**src/rtl/core/stfsi_pkg.sv**
```systemverilog
`default_nettype none

package stfsi_pkg;

    localparam int KEY_W       = 32;
    localparam int DEPTH_DEF   = 64;
    localparam int OUTCOME_W   = 2;
    localparam int POSITION_W  = 6;
    localparam int COUNT_W     = 7;

    typedef enum logic [1:0] {
        OP_HOLD,
        OP_CMP,
        OP_INS,
        OP_SWP
    } t_op;

    typedef enum logic [OUTCOME_W-1:0] {
        OC_SWAPPED  = 2'd0,
        OC_LAST     = 2'd1,
        OC_INSERTED = 2'd2,
        OC_FULL     = 2'd3
    } t_outcome;

    typedef struct packed {
        t_op                     op;
        logic signed [KEY_W-1:0] key;
    } t_cell_cmd;

endpackage

`default_nettype wire

```
**src/rtl/core/stfsi_cell.sv**
```systemverilog
`default_nettype none

module stfsi_cell #(
    parameter int IDX = 0,
    parameter int AW  = 6
) (
    input  wire logic                           i_clk,
    input  wire stfsi_pkg::t_cell_cmd           i_cmd,
    input  wire logic [AW-1:0]                  i_pos,
    input  wire logic signed [stfsi_pkg::KEY_W-1:0] i_prev,
    input  wire logic signed [stfsi_pkg::KEY_W-1:0] i_next,
    output logic signed [stfsi_pkg::KEY_W-1:0]  o_val,
    output logic                                o_eq,
    output logic                                o_gt
);
    import stfsi_pkg::*;

    localparam logic [AW:0] MY_IDX = (AW+1)'(IDX);

    logic [AW:0]             c_pos;
    logic [AW:0]             c_pos_nx;
    logic signed [KEY_W-1:0] r_val;
    logic signed [KEY_W-1:0] n_val;
    logic                    r_eq;
    logic                    r_gt;

    assign c_pos    = {1'b0, i_pos};
    assign c_pos_nx = c_pos + (AW+1)'(1);

    always_comb begin
        n_val = r_val;
        case (i_cmd.op)
            OP_INS: begin
                if (MY_IDX == c_pos) begin
                    n_val = i_cmd.key;
                end else if (MY_IDX > c_pos) begin
                    n_val = i_prev;
                end
            end
            OP_SWP: begin
                if (MY_IDX == c_pos) begin
                    n_val = i_next;
                end else if (MY_IDX == c_pos_nx) begin
                    n_val = i_prev;
                end
            end
            default: n_val = r_val;
        endcase
    end

    always_ff @(posedge i_clk) begin
        r_val <= n_val;
        if (i_cmd.op == OP_CMP) begin
            r_eq <= (r_val == i_cmd.key);
            r_gt <= (r_val > i_cmd.key);
        end
    end

    assign o_val = r_val;
    assign o_eq  = r_eq;
    assign o_gt  = r_gt;

endmodule

`default_nettype wire

```
**config.mk**
```make
export PLATFORM = sky130hd
export DESIGN_NAME = stfsi_cell
export DESIGN_NICKNAME = d
export VERILOG_FILES = /design/src/rtl/core/stfsi_pkg.sv /design/src/rtl/core/stfsi_cell.sv
export SDC_FILE = /design/constraint.sdc
export NUM_CORES = 1
export LEC_CHECK = 0
export CAP_MARGIN = 5
export CORE_ASPECT_RATIO = 2
export CORE_MARGIN = 4
export CORE_UTILIZATION = 50
export CTS_BUF_LIST = sky130_fd_sc_hd__clkbuf_8
export CTS_CLUSTER_DIAMETER = 100
export DETAILED_ROUTE_END_ITERATION = 16
export DONT_BUFFER_PORTS = 1
export SLEW_MARGIN = 20
export SYNTH_ARGS = -nofsm -noshare
export SYNTH_HDL_FRONTEND = slang
export SYNTH_SLANG_ARGS = --single-unit
```
**constraint.sdc**
```tcl
create_clock -name i_clk -period 2.5 [get_ports i_clk]
set_clock_uncertainty 0.2 [all_clocks]
set_input_delay 0.5 -clock i_clk [delete_from_list [all_inputs] [get_ports i_clk]]
set_output_delay 0.5 -clock i_clk [all_outputs]
set_load 0.1 [all_outputs]
```
==> flow_summary.yaml, run 1 <==
job:
  cap_violations: 0
route:
  antenna_left: 0
  wirelength_microns: 6174
  via_per_inst: 5.641
  wl_met2_microns: 3579
  first_iter_violations: 37
  top_layer: "met4"
  wl_met1_microns: 2010
  wl_met3_microns: 478
  wl_per_cell_microns: 17.44
  vias: 1997
  drc: 0
  firstDrtPassIters: 3
critical_path:
  max_stage_delay_ns: 0.41
  critPathTopFamily: "compound AO/OA/AOI/OAI gates"
  worstPathMaxFanout: 3
  path_cells: "ha_1 -> nand4_1 -> nor2_1 -> a221oi_1 -> o211ai_2 -> a21oi_2 -> mux2i_1"
  critPathSlowestCell: "edfxtp_1"
  worstPathRequired_ns: 2.44
  startpoint_type: "register"
  endpoint_kind: "register"
  path_class: "reg2reg"
  arrival_ns: 2.09
  crit_buf_inv: 0
global_routing:
  grt_max_degree: 65
  first_global_vias: 2115
  antenna_found_initial: 0
  grt_pass1_wl_microns: 9390
  grt_use_total: 0.2010
  grt-ovfl-total: 0
floorplanning:
  ioPinCount: 139
  die_w_microns: 58.23
  rows: 36
  fp.dieArea_sq_um: 6314
  coreArea_sq_um: 4865
  die_h_microns: 108.4
  initial_core_util: 0.5185
power:
  p_leak_uw: 0.001500
  cellPowerDensity_nw_per_um2: 405.9
  power.ir.vdd_worst_uv: 367.1
yosys:
  yosysWarningCount: 0
  ys_seq_area_frac: 0.4048
  synth_nets: 398
  syn-cell-area_sq_um: 2522
  avgSynthCellArea_sq_um: 9.664
  syn_inst: 261
  ys_seq_elements: 34
  ys_types: 26
final_layout:
  area_delta_synth_final_pct: 18.80
  num_antenna_cells: 0
  final_cell_mix: "nand2_1, buf_4, o21ai_0"
  num-nets-final: 435
  stdcell_area_sq_um: 2997
  final_util: 0.6160
  drive_gt1_frac: 0.1886
  final_common_cell: "nand2_1"
timing:
  finalHoldViolations: 0
  final.min_clock_period_ns: 2.144
  drv_slew: 0
  setup_ws_ns: 0.3559
  fin_tns_setup_ns: 0
  relSlewSlack: 0.6423
  setup_violations: 0
  max_clock_freq_ghz: 0.4664
  rsz0062_at_grt: "false"
  max_slew.worst_pin.slew_ns: 0.5366
  fin_crit_sh: 0.8576
clocking:
  post_cts_buffers: 0
  cts_resized: 0
  clk_latency_ns: 0.29
  cts_tree: "done"
  cts_buffer_depth: 2
  numCtsBuffers: 5
  htree_num_levels: 2
  cts.sinks: 34
  post_cts_hold_buffer_count: 0
  cts-root-buf: "clkbuf_8"
  clk_pin_slew_ns: 0.07
placed_design:
  io_buffer_count: 0
  dp_slack_ns: 0.2387
  gp_congestion: 0.7094
  place_area_sq_um: 2924
  dpl.hpwl_microns: 5054
hold_path:
  hold_class: "in2reg"
run_status:
  status: "finished, final reports clean"
worst reg2reg max path, cell delays in order, from the launching register on:
cell      delay, ns
edfxtp_1       0.41
ha_1           0.33
nand4_1        0.17
nor2_1         0.06
a221oi_1       0.31
o211ai_2       0.14
a21oi_2        0.16
mux2i_1        0.21
cell families (layout without fill, tap and decap cells):
kind of cell               Yosys count  in the layout  share of synthesized area
AOI/OAI and AO/OA                   56             56                     0.1265
and+or+nand+nor                     64             64                     0.1151
DFF                                 34             34                     0.4048
muxes                               33             33                     0.1310
adders and majority gates           32             32                     0.1587
buffers and inverters               42             78                    0.06399
area by class of cell:
type                       count  area [sq um]
clock buffer                   5         68.82
clock inverter                 1         3.754
fill                         454          1868
inverter                      33         123.9
multi-input combinational    185          1415
sequential                    34          1021
tap                           57         71.32
timing repair buffer          39         292.8
cell usage after synthesis, drive strengths merged:
cell type / n / area, sq um
nand3: 2 / 10.01
buf: 3 / 15.01
and2: 1 / 6.260
and3: 1 / 6.260
a21o: 2 / 15.01
clkbuf: 6 / 22.52
a221oi: 3 / 26.28
mux2i: 33 / 330.3
nand2: 42 / 157.7
o21ai: 36 / 180.2
a2111o: 1 / 11.26
nor4: 4 / 25.02
nor2: 3 / 11.26
nor2b: 2 / 12.51
a21oi: 11 / 58.81
nand4: 8 / 56.30
nor3: 1 / 5.000
edfxtp: 34 / 1021
a211oi: 1 / 7.510
inv: 33 / 123.9
ha: 32 / 400.4
o211ai: 2 / 20.02
worst paths after layout:
kind | start | to | slack, ns | depth (start not counted)
worst max-delay path | o_val[9]$_DFFE_PP_ | o_gt$_DFFE_PN_ | 0.36 | 7
worst min-delay path | i_prev[26] | o_val[26]$_DFFE_PP_ | 0.20 | 2
worst max register to register | o_val[9]$_DFFE_PP_ | o_gt$_DFFE_PN_ | 0.36 | 7
worst min register to register | o_val[31]$_DFFE_PP_ | o_gt$_DFFE_PN_ | 0.62 | 2
metrics by stage:
stage | hold slack, ns | power (uW) | instances
2_1_floorplan | 0.4871 | 810.5 | 261
3_3_place_gp | 0.4909 | 845.7 | 348
3_5_place_dp | 0.4964 | 850.9 | 348
4_1_cts | 0.1805 | 1234 | 354
5_1_grt | 0.1930 | 1279 | 354
6_report | 0.1953 | 1216 | 354
sequential cells by signal, summed over array words and instances (netlist names):
signal / flops
o_val: 32
o_eq: 1
o_gt: 1
power breakdown:
group	internal [uW]	switching (uW)	total, uW	leakage, uW
combinational	82.2	117	199	0.00115
sequential	633	2.38	635	0.000308
clock	182	200	382	0.0000375
total	897	320	1220	0.00150
per-layer routing:
layer | up-vias | track usage
met5 | - | 0
met4 | 0 | 0.07960
met3 | 8 | 0.05496
met2 | 77 | 0.3883
met1 | 901 | 0.1907
li1 | 1011 | -
Power figures use the tool's default switching activity.
==> run 2: changes to the inputs <==
CELL_PAD_IN_SITES_DETAIL_PLACEMENT = 1   (was default)
CELL_PAD_IN_SITES_GLOBAL_PLACEMENT = 2   (was default)
CORE_UTILIZATION = 40   (was 50)
PLACE_DENSITY_LB_ADDON = 0.1   (was default)
clock period = 2.78 ns   (was 2.5 ns; I/O delays follow)
==> flow_summary.yaml, run 2 (synthesis results as in run 1) <==
critical_path:
  endpoint_kind: "register"
  critPathSlowestCell: "edfxtp_1"
  arrival_ns: 2.11
  rr_worst_depth: 7
  max_stage_delay_ns: 0.41
  r2r-end: "o_gt$_DFFE_PN_"
  path_class: "reg2reg"
  r2r_slack_ns: 0.61
  worstPathMaxFanout: 3
  startpoint_type: "register"
  worstPathRequired_ns: 2.72
  rr_startpoint: "o_val[11]$_DFFE_PP_"
  path_cells: "ha_1 -> nand4_1 -> nor2_1 -> a221oi_1 -> o211ai_2 -> a21oi_2 -> mux2i_1"
hold_path:
  hold_depth: 2
  hold_class: "in2reg"
  hold_path_end: "o_val[9]$_DFFE_PP_"
  hp-start: "i_prev[9]"
final_layout:
  num-nets-final: 433
  area_delta_synth_final_pct: 18.15
  drive_gt1_frac: 0.1650
  fill_cells: 717
  final_cell_mix: "nand2_1, o21ai_0, buf_4"
  num_antenna_cells: 0
  largest_reg_flops: 32
  final_common_cell: "nand2_1"
clocking:
  clk_latency_ns: 0.29
  post_cts_buffers: 0
  numCtsBuffers: 5
  clk_pin_slew_ns: 0.07
  post_cts_hold_buffer_count: 0
  cts.sinks: 34
  htree_num_levels: 2
  cts_resized: 0
  cts_tree: "done"
  cts_buffer_depth: 2
  cts-root-buf: "clkbuf_8"
route:
  firstDrtPassIters: 4
  via_per_inst: 5.459
  drc: 0
  wl_per_cell_microns: 18.28
  first_iter_violations: 40
  wirelength_microns: 6963
  antenna_left: 0
  vias: 2080
global_routing:
  grt-ovfl-total: 0
  antenna_found_initial: 0
  grt_use_total: 0.1847
  grt_pass1_wl_microns: 10980
  grt_max_degree: 45
  first_global_vias: 2336
timing:
  fin_tns_setup_ns: 0
  fin_crit_sh: 0.7816
  setup_ws_ns: 0.6072
  rsz0062_at_grt: "false"
  finalHoldViolations: 0
  drv_slew: 0
  final.min_clock_period_ns: 2.173
  relSlewSlack: 0.6859
  max_slew.worst_pin.slew_ns: 0.4669
  max_clock_freq_ghz: 0.4602
  setup_violations: 0
floorplanning:
  initial_core_util: 0.4165
  ioPinCount: 139
  rows: 40
  die_w_microns: 64.15
  coreArea_sq_um: 6056
  fp.dieArea_sq_um: 7717
  die_h_microns: 120.3
job:
  cap_violations: 0
power:
  p_leak_uw: 0.001509
  fin_total_pwr_uw: 1098
  power.ir.vdd_worst_uv: 296.7
  cellPowerDensity_nw_per_um2: 368.2
placed_design:
  dpl.hpwl_microns: 5756
  dp_slack_ns: 0.4069
  gp_congestion: 0.7752
  io_buffer_count: 0
run_status:
  status: "finished, final reports clean"
[run 2: cell type report]
cell class	count	area (sq um)	area share
Multi-Input combinational cell	185	1346	0.4517
Sequential cell	34	1021	0.3426
Timing Repair Buffer	37	302.8	0.1016
Inverter	33	123.9	0.04156
Tap cell	84	105.1	0.03526
Clock buffer	5	68.82	0.02309
Clock inverter	3	12.51	0.004198
[run 2: per-stage QoR]
stage,instances,hold slack [ns],area (sq um),utilization
final,381,0.2593,2980,0.4921
after global routing,381,0.2589,2980,0.4921
after CTS,381,0.2455,2980,0.4921
after detailed placement,373,0.5531,2899,0.4787
after global placement,373,0.5444,2899,0.4787
after floorplan,261,0.5431,2522,-
[run 2: metal layers]
| metal | vias up | GRT usage | share of wire |
|---|---|---|---|
| met4 | 0 | 0.05563 | 0.015 |
| met3 | 7 | 0.05204 | 0.072 |
| met1 | 988 | 0.1677 | 0.30 |
| met5 | - | 0 | 0 |
| met2 | 77 | 0.3752 | 0.61 |
| li1 | 1008 | - | - |
[run 2: power by group]
group	total, uW	internal [uW]	switching, uW
Clock	349	169	181
Combinational	177	71.6	105
Sequential	571	569	1.98
Total	1100	809	288
[run 2: worst max-delay path by stage]
stage | slack [ns] | cells past startpoint | endpoint | from
finish | 0.61 | 7 | o_gt$_DFFE_PN_ | o_val[11]$_DFFE_PP_
CTS | 0.56 | 7 | o_gt$_DFFE_PN_ | o_val[5]$_DFFE_PP_
global route | 0.44 | 7 | o_gt$_DFFE_PN_ | o_val[7]$_DFFE_PP_
global placement | 0.44 | 8 | o_gt$_DFFE_PN_ | i_cmd[5]
floorplan | 0.12 | 7 | o_gt$_DFFE_PN_ | o_val[29]$_DFFE_PP_
detailed placement | 0.41 | 8 | o_gt$_DFFE_PN_ | i_cmd[5]
[run 2: worst max-delay path: cells and delay by family (launching register included)]
kind,cells,cell delay (ns)
simple gates,2,0.25
compound gates,3,0.63
mux,1,0.19
flops,1,0.41
fa+ha+maj,1,0.33
