### config.mk
export PLATFORM = sky130hd
export DESIGN_NAME = stfsi_ctrl
export DESIGN_NICKNAME = d
export VERILOG_FILES = /design/src/rtl/core/stfsi_pkg.sv /design/src/rtl/core/stfsi_ctrl.sv
export SDC_FILE = /design/constraint.sdc
export NUM_CORES = 1
export LEC_CHECK = 0
export CAP_MARGIN = 20
export CORE_ASPECT_RATIO = 1.5
export CORE_MARGIN = 8
export CORE_UTILIZATION = 30
export CTS_CLUSTER_DIAMETER = 200
export DETAILED_ROUTE_END_ITERATION = 10
export DONT_BUFFER_PORTS = 1
export HOLD_SLACK_MARGIN = 0.15
export PLACE_DENSITY = 0.45
export SETUP_SLACK_MARGIN = 0.1
export SLEW_MARGIN = 20
export SYNTH_ARGS = -nofsm -noshare
export SYNTH_HDL_FRONTEND = slang
export SYNTH_SLANG_ARGS = --single-unit
### constraint.sdc
create_clock -name i_clk -period 5.1 [get_ports i_clk]
set_input_delay 0.255 -clock i_clk [delete_from_list [all_inputs] [get_ports i_clk]]
set_output_delay 0.255 -clock i_clk [all_outputs]
set_load 0.01 [all_outputs]
### src/rtl/core/stfsi_pkg.sv
`default_nettype none

package stfsi_pkg;

    localparam int KEY_W       = 32;
    localparam int DEPTH_DEF   = 64;
    localparam int OUTCOME_W   = 2;
    localparam int POSITION_W  = 6;
    localparam int COUNT_W     = 7;

    typedef enum logic [1:0] {
        OP_HOLD,
        OP_CMP,
        OP_INS,
        OP_SWP
    } t_op;

    typedef enum logic [OUTCOME_W-1:0] {
        OC_SWAPPED  = 2'd0,
        OC_LAST     = 2'd1,
        OC_INSERTED = 2'd2,
        OC_FULL     = 2'd3
    } t_outcome;

    typedef struct packed {
        t_op                     op;
        logic signed [KEY_W-1:0] key;
    } t_cell_cmd;

endpackage

`default_nettype wire

### src/rtl/core/stfsi_ctrl.sv
`default_nettype none

module stfsi_ctrl #(
    parameter int DEPTH = 64,
    parameter int AW    = 6,
    parameter int CW    = 7
) (
    input  wire logic                                i_clk,
    input  wire logic                                i_rst_n,
    input  wire logic                                i_valid,
    output logic                                     o_stall,
    input  wire logic signed [stfsi_pkg::KEY_W-1:0]  i_key,
    output logic                                     o_valid,
    input  wire logic                                i_stall,
    output logic [stfsi_pkg::OUTCOME_W-1:0]          o_outcome,
    output logic [stfsi_pkg::POSITION_W-1:0]         o_position,
    output logic [stfsi_pkg::COUNT_W-1:0]            o_count,
    input  wire logic [DEPTH-1:0]                    i_eq,
    input  wire logic [DEPTH-1:0]                    i_gt,
    output stfsi_pkg::t_cell_cmd                     o_cmd,
    output logic [AW-1:0]                            o_pos
);
    import stfsi_pkg::*;

    localparam logic [CW-1:0] FULL_CNT = CW'(DEPTH);

    typedef enum logic {
        ST_IDLE,
        ST_SEARCH
    } t_state;

    t_state                  r_state;
    logic signed [KEY_W-1:0] r_key;
    logic [CW-1:0]           r_lo;
    logic [CW-1:0]           r_hi;
    logic [CW-1:0]           r_used;
    logic                    r_ovalid;
    t_outcome                r_outcome;
    logic [AW-1:0]           r_pos;
    logic [CW-1:0]           r_cnt;

    logic [CW:0]             c_sum;
    logic [AW-1:0]           c_mid;
    logic [CW-1:0]           c_mid_w;
    logic                    c_miss;
    logic                    c_hit;
    logic                    c_done;
    logic                    c_out_free;
    logic                    c_accept;
    logic                    c_finish;
    logic                    c_swap;
    logic                    c_full;
    logic [AW+POSITION_W-1:0] c_pos_ext;
    logic [CW+COUNT_W-1:0]   c_cnt_ext;

    assign c_accept   = (r_state == ST_IDLE) && i_valid;
    assign c_out_free = !r_ovalid || !i_stall;
    assign c_sum      = {1'b0, r_lo} + {1'b0, r_hi} - (CW+1)'(1);
    assign c_mid      = c_sum[AW:1];
    assign c_mid_w    = CW'(c_mid);
    assign c_miss     = (r_lo >= r_hi);
    assign c_hit      = !c_miss && i_eq[c_mid];
    assign c_done     = c_miss || c_hit;
    assign c_finish   = (r_state == ST_SEARCH) && c_done && c_out_free;
    assign c_swap     = (c_mid_w + CW'(1)) < r_used;
    assign c_full     = (r_used == FULL_CNT);

    always_comb begin
        o_cmd.op  = OP_HOLD;
        o_cmd.key = r_key;
        o_pos     = c_mid;
        if (c_accept) begin
            o_cmd.op  = OP_CMP;
            o_cmd.key = i_key;
        end else if (r_state == ST_SEARCH && c_done && c_out_free) begin
            if (c_hit) begin
                if (c_swap) begin
                    o_cmd.op = OP_SWP;
                end
            end else if (!c_full) begin
                o_cmd.op = OP_INS;
                o_pos    = r_lo[AW-1:0];
            end
        end
    end

    always_ff @(posedge i_clk) begin
        if (!i_rst_n) begin
            r_state  <= ST_IDLE;
            r_used   <= '0;
            r_ovalid <= 1'b0;
        end else begin
            if (c_finish) begin
                r_ovalid <= 1'b1;
            end else if (!i_stall) begin
                r_ovalid <= 1'b0;
            end
            unique case (r_state)
                ST_IDLE: begin
                    if (i_valid) begin
                        r_key   <= i_key;
                        r_lo    <= '0;
                        r_hi    <= r_used;
                        r_state <= ST_SEARCH;
                    end
                end
                ST_SEARCH: begin
                    if (!c_done) begin
                        if (i_gt[c_mid]) begin
                            r_hi <= c_mid_w;
                        end else begin
                            r_lo <= c_mid_w + CW'(1);
                        end
                    end else if (c_out_free) begin
                        r_state  <= ST_IDLE;
                        if (c_hit) begin
                            r_pos     <= c_mid;
                            r_outcome <= c_swap ? OC_SWAPPED : OC_LAST;
                            r_cnt     <= r_used;
                        end else if (c_full) begin
                            r_pos     <= '0;
                            r_outcome <= OC_FULL;
                            r_cnt     <= r_used;
                        end else begin
                            r_pos     <= r_lo[AW-1:0];
                            r_outcome <= OC_INSERTED;
                            r_used    <= r_used + CW'(1);
                            r_cnt     <= r_used + CW'(1);
                        end
                    end
                end
                default: r_state <= ST_IDLE;
            endcase
        end
    end

    assign c_pos_ext  = {{POSITION_W{1'b0}}, r_pos};
    assign c_cnt_ext  = {{COUNT_W{1'b0}}, r_cnt};

    assign o_stall    = (r_state != ST_IDLE);
    assign o_valid    = r_ovalid;
    assign o_outcome  = r_outcome;
    assign o_position = c_pos_ext[POSITION_W-1:0];
    assign o_count    = c_cnt_ext[COUNT_W-1:0];

endmodule

`default_nettype wire
==> results.yml, run 1 <==
outcome:
  outcome: "finished, final reports clean"
floorplan:
  die_w_um: 121.4
  number_of_standard_cell_rows_in_the_floorplan: 58
  io-pin-count: 221
  floorplan.initialDensity_pct: 30.22
  core-area_um2: 16550
  fp.dieH_um: 174.1
  die_ar_um2: 21140
placed_design:
  place.port_buffers: 0
  globalplace.congestion: 0.7903
  dp_hpwl_um: 11610
timing:
  hold_viol: 0
  setup_total_negative_slack_ns: 0
  slew_headroom_pct: 42.24
  timing.clock.skew_ns: 0.006930
  timing_worst_slew_pin_value_ns: 0.8652
  slew_violations: 0
  finalCriticalPeriod_ns: 4.347
  timing.fmax_ghz: 0.2300
  rsz_0062_raised_after_global_routing: "no"
  holdWs_ns: 0.3157
  ratio_of_final_minimum_period_to_clock_period_pct: 85.24
  finalSetupViolations: 0
synthesis:
  seq_area_frac_synth_pct: 40.24
  post_synth.cell_area_avg_um2: 12.22
  synthDistinctLibCells: 52
  synth.ff_latch_count: 70
  mappedNetlistArea_um2: 5000
  mappedNetlistNets: 600
  postSynth.asyncResetShare_pct: 0
  top_flip_flop_cell_by_instance_count_after_synthesis: "sky130_fd_sc_hd__edfxtp_1"
  synth-edff-count: 61
  synthCells: 409
  ys_warn_count: 0
setup_path:
  worstSetupStartpointType: "flip-flop"
  critical_path.max_stage_delay_ns: 0.78
  timing.critical_path.to_type: "flip-flop"
  crit_fanout: 27
  timing.critical_path.cells: "inv_1 -> ha_1 -> inv_1 -> ha_2 -> buf_4 -> mux4_2 -> mux4_2 -> a211oi_2 -> a21oi_1 -> o31ai_2"
  timing.critical_path.required_ns: 5.07
  ff2ff_setup_slack_ns: 0.75
  arrival_ns: 4.31
  r2r_start: "r_lo[1]$_SDFFCE_PN0P_"
  worst-r2r-cell-count: 10
  worstReg2RegEnd: "r_lo[0]$_SDFFCE_PN0P_"
  critPathKind: "flip-flop to flip-flop"
  crit_path_top_delay_cell: "sky130_fd_sc_hd__ha_2"
grt:
  vias_in_the_first_global_route: 3786
  largest_net_degree_at_the_start_of_global_routing: 37
  wire_length_of_the_first_global_routing_pass_um: 22020
  grt_util_all_layers_pct: 13.50
  global_route.overflow_total: 0
  antenna_found_initial: 0
clock_tree:
  tritoncts: "built"
  cts.reportedPaths.clkPinSlew_ns: 0.06
  cts_post_setup_buffers_inserted: 0
  ctsHtreeMaxLevel: 3
  tritoncts.num_buffers: 9
  ctsRootBufferMaster: "sky130_fd_sc_hd__clkbuf_16"
  cts_sinks: 70
  clock_latency_ns: 0.33
  clockBufferDepth: 2
min_path:
  min_path_type: "input port to flip-flop"
  timing.hold.worst.start: "i_stall"
  worstHoldPathCells: 2
  whs_endpoint: "o_stall$_SDFF_PN0_"
routing:
  first_pass_iters: 4
  routed-via-count: 3419
  total_wire_length_um: 14520
  final_antenna_net_count: 0
  detail_route.vias_per_cell: 5.220
  routedWlPerCell_um: 22.16
  drc_errors: 0
  initialDrtViolationCount: 225
cells_and_area:
  area.growth.synth_to_final_pct: 16.72
  filler_cell_count: 1628
  multi_input_area_um2: 2738
  fin_nets: 631
  seqCellArea_um2: 2012
  drive_gt1_share_pct: 20.00
  diodes: 0
  final_cell_mix: "sky130_fd_sc_hd__edfxtp_1, sky130_fd_sc_hd__inv_1, sky130_fd_sc_hd__dlygate4sd3_1"
  layout_commonest_cell: "sky130_fd_sc_hd__edfxtp_1"
run:
  drv.max_cap_violation_count: 0
## area by class of cell
type | count | area share (%)
inverters | 37 | 2.380
clock inverters | 6 | 0.7719
multi-input cells | 279 | 46.91
flip-flops and latches | 70 | 34.48
clock buffers | 10 | 3.924
well taps | 210 | 4.503
repair buffers | 43 | 7.033
## synthesized netlist by cell type, types with 2 or more instances
master                      n  share of area, %
sky130_fd_sc_hd__nor2b_1    7              0.88
sky130_fd_sc_hd__a211oi_2   4               1.0
sky130_fd_sc_hd__a21boi_0   6              0.90
sky130_fd_sc_hd__nand3_1   10               1.0
sky130_fd_sc_hd__buf_2      6              0.60
sky130_fd_sc_hd__nor3_1     6              0.60
sky130_fd_sc_hd__or3_1      5              0.63
sky130_fd_sc_hd__nand3b_1   4              0.60
sky130_fd_sc_hd__nand2_1   32               2.4
sky130_fd_sc_hd__o21bai_1   2              0.30
sky130_fd_sc_hd__nand2b_1   2              0.25
sky130_fd_sc_hd__and2_1     9               1.1
sky130_fd_sc_hd__mux4_2    21               9.5
sky130_fd_sc_hd__inv_1     36               2.7
sky130_fd_sc_hd__and3_1     5              0.63
sky130_fd_sc_hd__o21a_1     3              0.45
sky130_fd_sc_hd__clkbuf_1  13              0.98
sky130_fd_sc_hd__xor2_1     3              0.53
sky130_fd_sc_hd__mux4_1    15               7.9
sky130_fd_sc_hd__a21oi_1    8              0.80
sky130_fd_sc_hd__nor2_1     9              0.68
sky130_fd_sc_hd__a32oi_1    2              0.35
sky130_fd_sc_hd__o21ai_0   20               2.0
sky130_fd_sc_hd__xnor2_1   12               2.1
sky130_fd_sc_hd__o31ai_1    6              0.90
sky130_fd_sc_hd__ha_1      27               6.8
sky130_fd_sc_hd__dfxtp_1    9               3.6
sky130_fd_sc_hd__o21ai_1    3              0.30
sky130_fd_sc_hd__mux2i_1    8               1.6
sky130_fd_sc_hd__mux2_2    32               7.2
sky130_fd_sc_hd__a21o_1     3              0.45
sky130_fd_sc_hd__edfxtp_1  61                37
## per-layer routing
layer | GRT usage (%) | up-vias | part of all wire (%)
li1 | - | 1617 | -
met3 | 5.067 | 8 | 10
met5 | 0 | - | 0
met2 | 23.30 | 193 | 50
met1 | 15.01 | 1601 | 39
met4 | 3.769 | 0 | 1.1
## registers in the layout, indices dropped and copies added (netlist names)
signal / flops
r_key: 32
o_count: 7
r_hi: 7
r_lo: 7
r_used: 7
o_position: 6
o_outcome: 2
o_stall: 1
o_valid: 1
## kinds of logic (layout without fill, tap and decap cells)
group           count (synthesis)  count (layout)  synth area share, %
buf+inv                        60              96                5.205
compound gates                 67              67                9.334
xor+xnor                       16              16                2.953
mux                            76              76                26.15
simple gates                   93              93                9.360
fa+ha+maj                      27              27                6.757
flops                          70              70                40.24
## worst max-delay path: cells and delay by family, from the launching register on
family | cells | cell delay (ns)
buf+inv | 3 | 0.50
fa+ha+maj | 2 | 1.08
compound gates | 3 | 0.99
flops | 1 | 0.39
mux | 2 | 1.03
## worst max path at each step
stage,startpoint,to,slack [ns],cells past startpoint
after floorplan,r_lo[2]$_SDFFCE_PN0P_,r_lo[0]$_SDFFCE_PN0P_,1.20,12
after global placement,r_lo[1]$_SDFFCE_PN0P_,r_lo[2]$_SDFFCE_PN0P_,0.76,10
after detailed placement,r_lo[1]$_SDFFCE_PN0P_,r_lo[2]$_SDFFCE_PN0P_,0.69,10
after CTS,r_lo[2]$_SDFFCE_PN0P_,o_cmd[33],0.59,15
after global routing,r_lo[3]$_SDFFCE_PN0P_,o_cmd[33],0.43,13
final,r_lo[1]$_SDFFCE_PN0P_,r_lo[0]$_SDFFCE_PN0P_,0.75,10
## per-stage QoR
step	area [µm²]	std cells	util (%)	setup slack [ns]
global placement	5204	604	31.45	0.7611
global route	5836	655	35.27	0.4270
floorplan	5000	409	-	1.198
detailed placement	5204	604	31.45	0.6861
finish	5836	655	35.27	0.7529
CTS	5828	655	35.22	0.5859
## repair_timing
item | CTS | global route
gates resized for setup | 0 | 0
hold buffers | 35 | 0
endpoints found under the hold margin | 41 | 0
Power of run 1 is not shown: default switching activity piles up to over one toggle a cycle in this logic, so the estimate is an artifact.
==> inputs of run 2 (changes only) <==
CORE_ASPECT_RATIO = 0.6   (was 1.5)
RECOVER_POWER = 100   (was not set)
==> run 2 against run 1 <==
The flow now finishes with violations (max-capacitance violations, max-slew violations). Routed wire length up 8.2%. Via count increased by 1.6%. Largest cell class unchanged. Critical path type is now flip-flop to output port. Fmax fell by 5.7%.
==> results.yml, run 2 (same netlist as run 1, synthesis figures left out) <==
outcome:
  outcome: "complete, but fails checks"
  violated_checks: "max-capacitance violations, max-slew violations"
floorplan:
  number_of_standard_cell_rows_in_the_floorplan: 36
  core-area_um2: 16260
  die_w_um: 182.7
  floorplan.initialDensity_pct: 30.75
  die_ar_um2: 21190
  fp.dieH_um: 116
  io-pin-count: 221
cells_and_area:
  largest_reg_flops: 32
  register_ranked_first_by_flip_flop_count: "r_key"
  diodes: 0
  area.growth.synth_to_final_pct: 17.12
  drive_gt1_share_pct: 11.16
  filler_cell_count: 1628
  layout_commonest_cell: "sky130_fd_sc_hd__edfxtp_1"
  final_cell_mix: "sky130_fd_sc_hd__edfxtp_1, sky130_fd_sc_hd__inv_1, sky130_fd_sc_hd__dlygate4sd3_1"
  fin_nets: 634
timing:
  timing.clock.skew_ns: 0.007958
  slew_violations: 68
  finalSetupViolations: 0
  finalCriticalPeriod_ns: 4.610
  timing_worst_slew_pin_value_ns: 1.936
  rsz_0062_raised_after_global_routing: "no"
  hold_viol: 0
  holdWs_ns: 0.2966
  ratio_of_final_minimum_period_to_clock_period_pct: 90.39
  setup_total_negative_slack_ns: 0
  slew_headroom_pct: -29.09
  timing.fmax_ghz: 0.2169
clock_tree:
  tritoncts: "built"
  ctsRootBufferMaster: "sky130_fd_sc_hd__clkbuf_16"
  cts.reportedPaths.clkPinSlew_ns: 0.06
  ctsHtreeMaxLevel: 3
  clockBufferDepth: 2
  tritoncts.num_buffers: 9
  cts_sinks: 70
  clock_latency_ns: 0.33
  cts_repair_resize_count: 0
routing:
  routedWlPerCell_um: 23.23
  drc_errors: 0
  initialDrtViolationCount: 283
  routed-via-count: 3472
  first_pass_iters: 4
  total_wire_length_um: 15700
  detail_route.vias_per_cell: 5.136
  final_antenna_net_count: 0
setup_path:
  timing.critical_path.required_ns: 4.85
  crit_fanout: 12
  timing.critical_path.to_type: "output port"
  arrival_ns: 4.35
  worstSetupStartpointType: "flip-flop"
  critPathKind: "flip-flop to output port"
grt:
  antenna_found_initial: 1
  vias_in_the_first_global_route: 3817
  global_route.overflow_total: 0
  wire_length_of_the_first_global_routing_pass_um: 23220
  largest_net_degree_at_the_start_of_global_routing: 34
  grt_util_all_layers_pct: 14.55
placed_design:
  dp_hpwl_um: 12480
  place.port_buffers: 0
  globalplace.congestion: 0.7795
min_path:
  min_path_type: "input port to flip-flop"
run:
  drv.max_cap_violation_count: 2
==> run 2: changes by cell type in the layout (fill, tap and decap cells not counted), moves of 2 or more <==
cell,delta
sky130_fd_sc_hd__mux2_1,+31
sky130_fd_sc_hd__mux2_2,-31
sky130_fd_sc_hd__clkbuf_1,+4
sky130_fd_sc_hd__and2_0,+3
sky130_fd_sc_hd__and2_1,-3
sky130_fd_sc_hd__inv_6,-2
sky130_fd_sc_hd__o21ai_0,+2
sky130_fd_sc_hd__o21ai_1,-2
==> run 2: worst paths after layout <==
path | startpoint | end | slack, ns | depth (start not counted)
worst max-delay path | r_lo[1]$_SDFFCE_PN0P_ | o_cmd[33] | 0.49 | 14
worst min-delay path | i_stall | o_stall$_SDFF_PN0_ | 0.30 | 3
worst max register to register | r_lo[1]$_SDFFCE_PN0P_ | o_position[1]$_DFFE_PP_ | 0.80 | 13
worst min register to register | r_used[2]$_SDFFE_PN0P_ | r_used[2]$_SDFFE_PN0P_ | 0.53 | 2
==> run 2: critical path: stages (launching register included) <==
cell and delay (ns):
sky130_fd_sc_hd__edfxtp_1 0.37, sky130_fd_sc_hd__inv_1 0.07, sky130_fd_sc_hd__ha_1 0.29, sky130_fd_sc_hd__inv_1 0.04, sky130_fd_sc_hd__ha_1 0.22, sky130_fd_sc_hd__ha_1 0.22
sky130_fd_sc_hd__o21bai_1 0.22, sky130_fd_sc_hd__a2111oi_0 0.71, sky130_fd_sc_hd__a211oi_2 0.26, sky130_fd_sc_hd__nor3_1 0.34, sky130_fd_sc_hd__a32oi_1 0.12, sky130_fd_sc_hd__a21oi_1 0.22
sky130_fd_sc_hd__clkbuf_1 0.50, sky130_fd_sc_hd__nand3_1 0.17, sky130_fd_sc_hd__o21ai_0 0.25
==> run 2: what timing repair did <==
item,in CTS,in global routing
endpoints found under the hold margin,41,0
hold buffers,35,0
buffers inserted,0,0
==> run 2: per-layer routing <==
layer	global-route usage, %	routed length (µm)	vias up
met5	0	13	-
met2	23.47	7300	133
met3	5.792	1376	11
li1	-	-	1625
met1	18.36	6902	1701
met4	2.664	108	2
==> run 2: area by class of cell <==
type	count	area, µm²	share of cell area [%]
clock buffer	10	229.0	3.910
clock inverter	6	62.56	1.068
inverter	37	138.9	2.372
multi-input combinational	279	2710	46.28
sequential	70	2012	34.36
tap	228	285.3	4.872
timing repair buffer	46	417.9	7.137
==> run 2: metrics by stage <==
stage	setup slack, ns	cell area (µm²)	util, %	std cells
finish	0.4902	5856	36.01	676
global route	0.1888	5856	36.01	676
CTS	0.7061	5891	36.23	676
detailed placement	0.8741	5249	32.28	625
global placement	0.9773	5249	32.28	625
floorplan	1.198	5000	-	409
Power of run 2 is left out for the same reason.
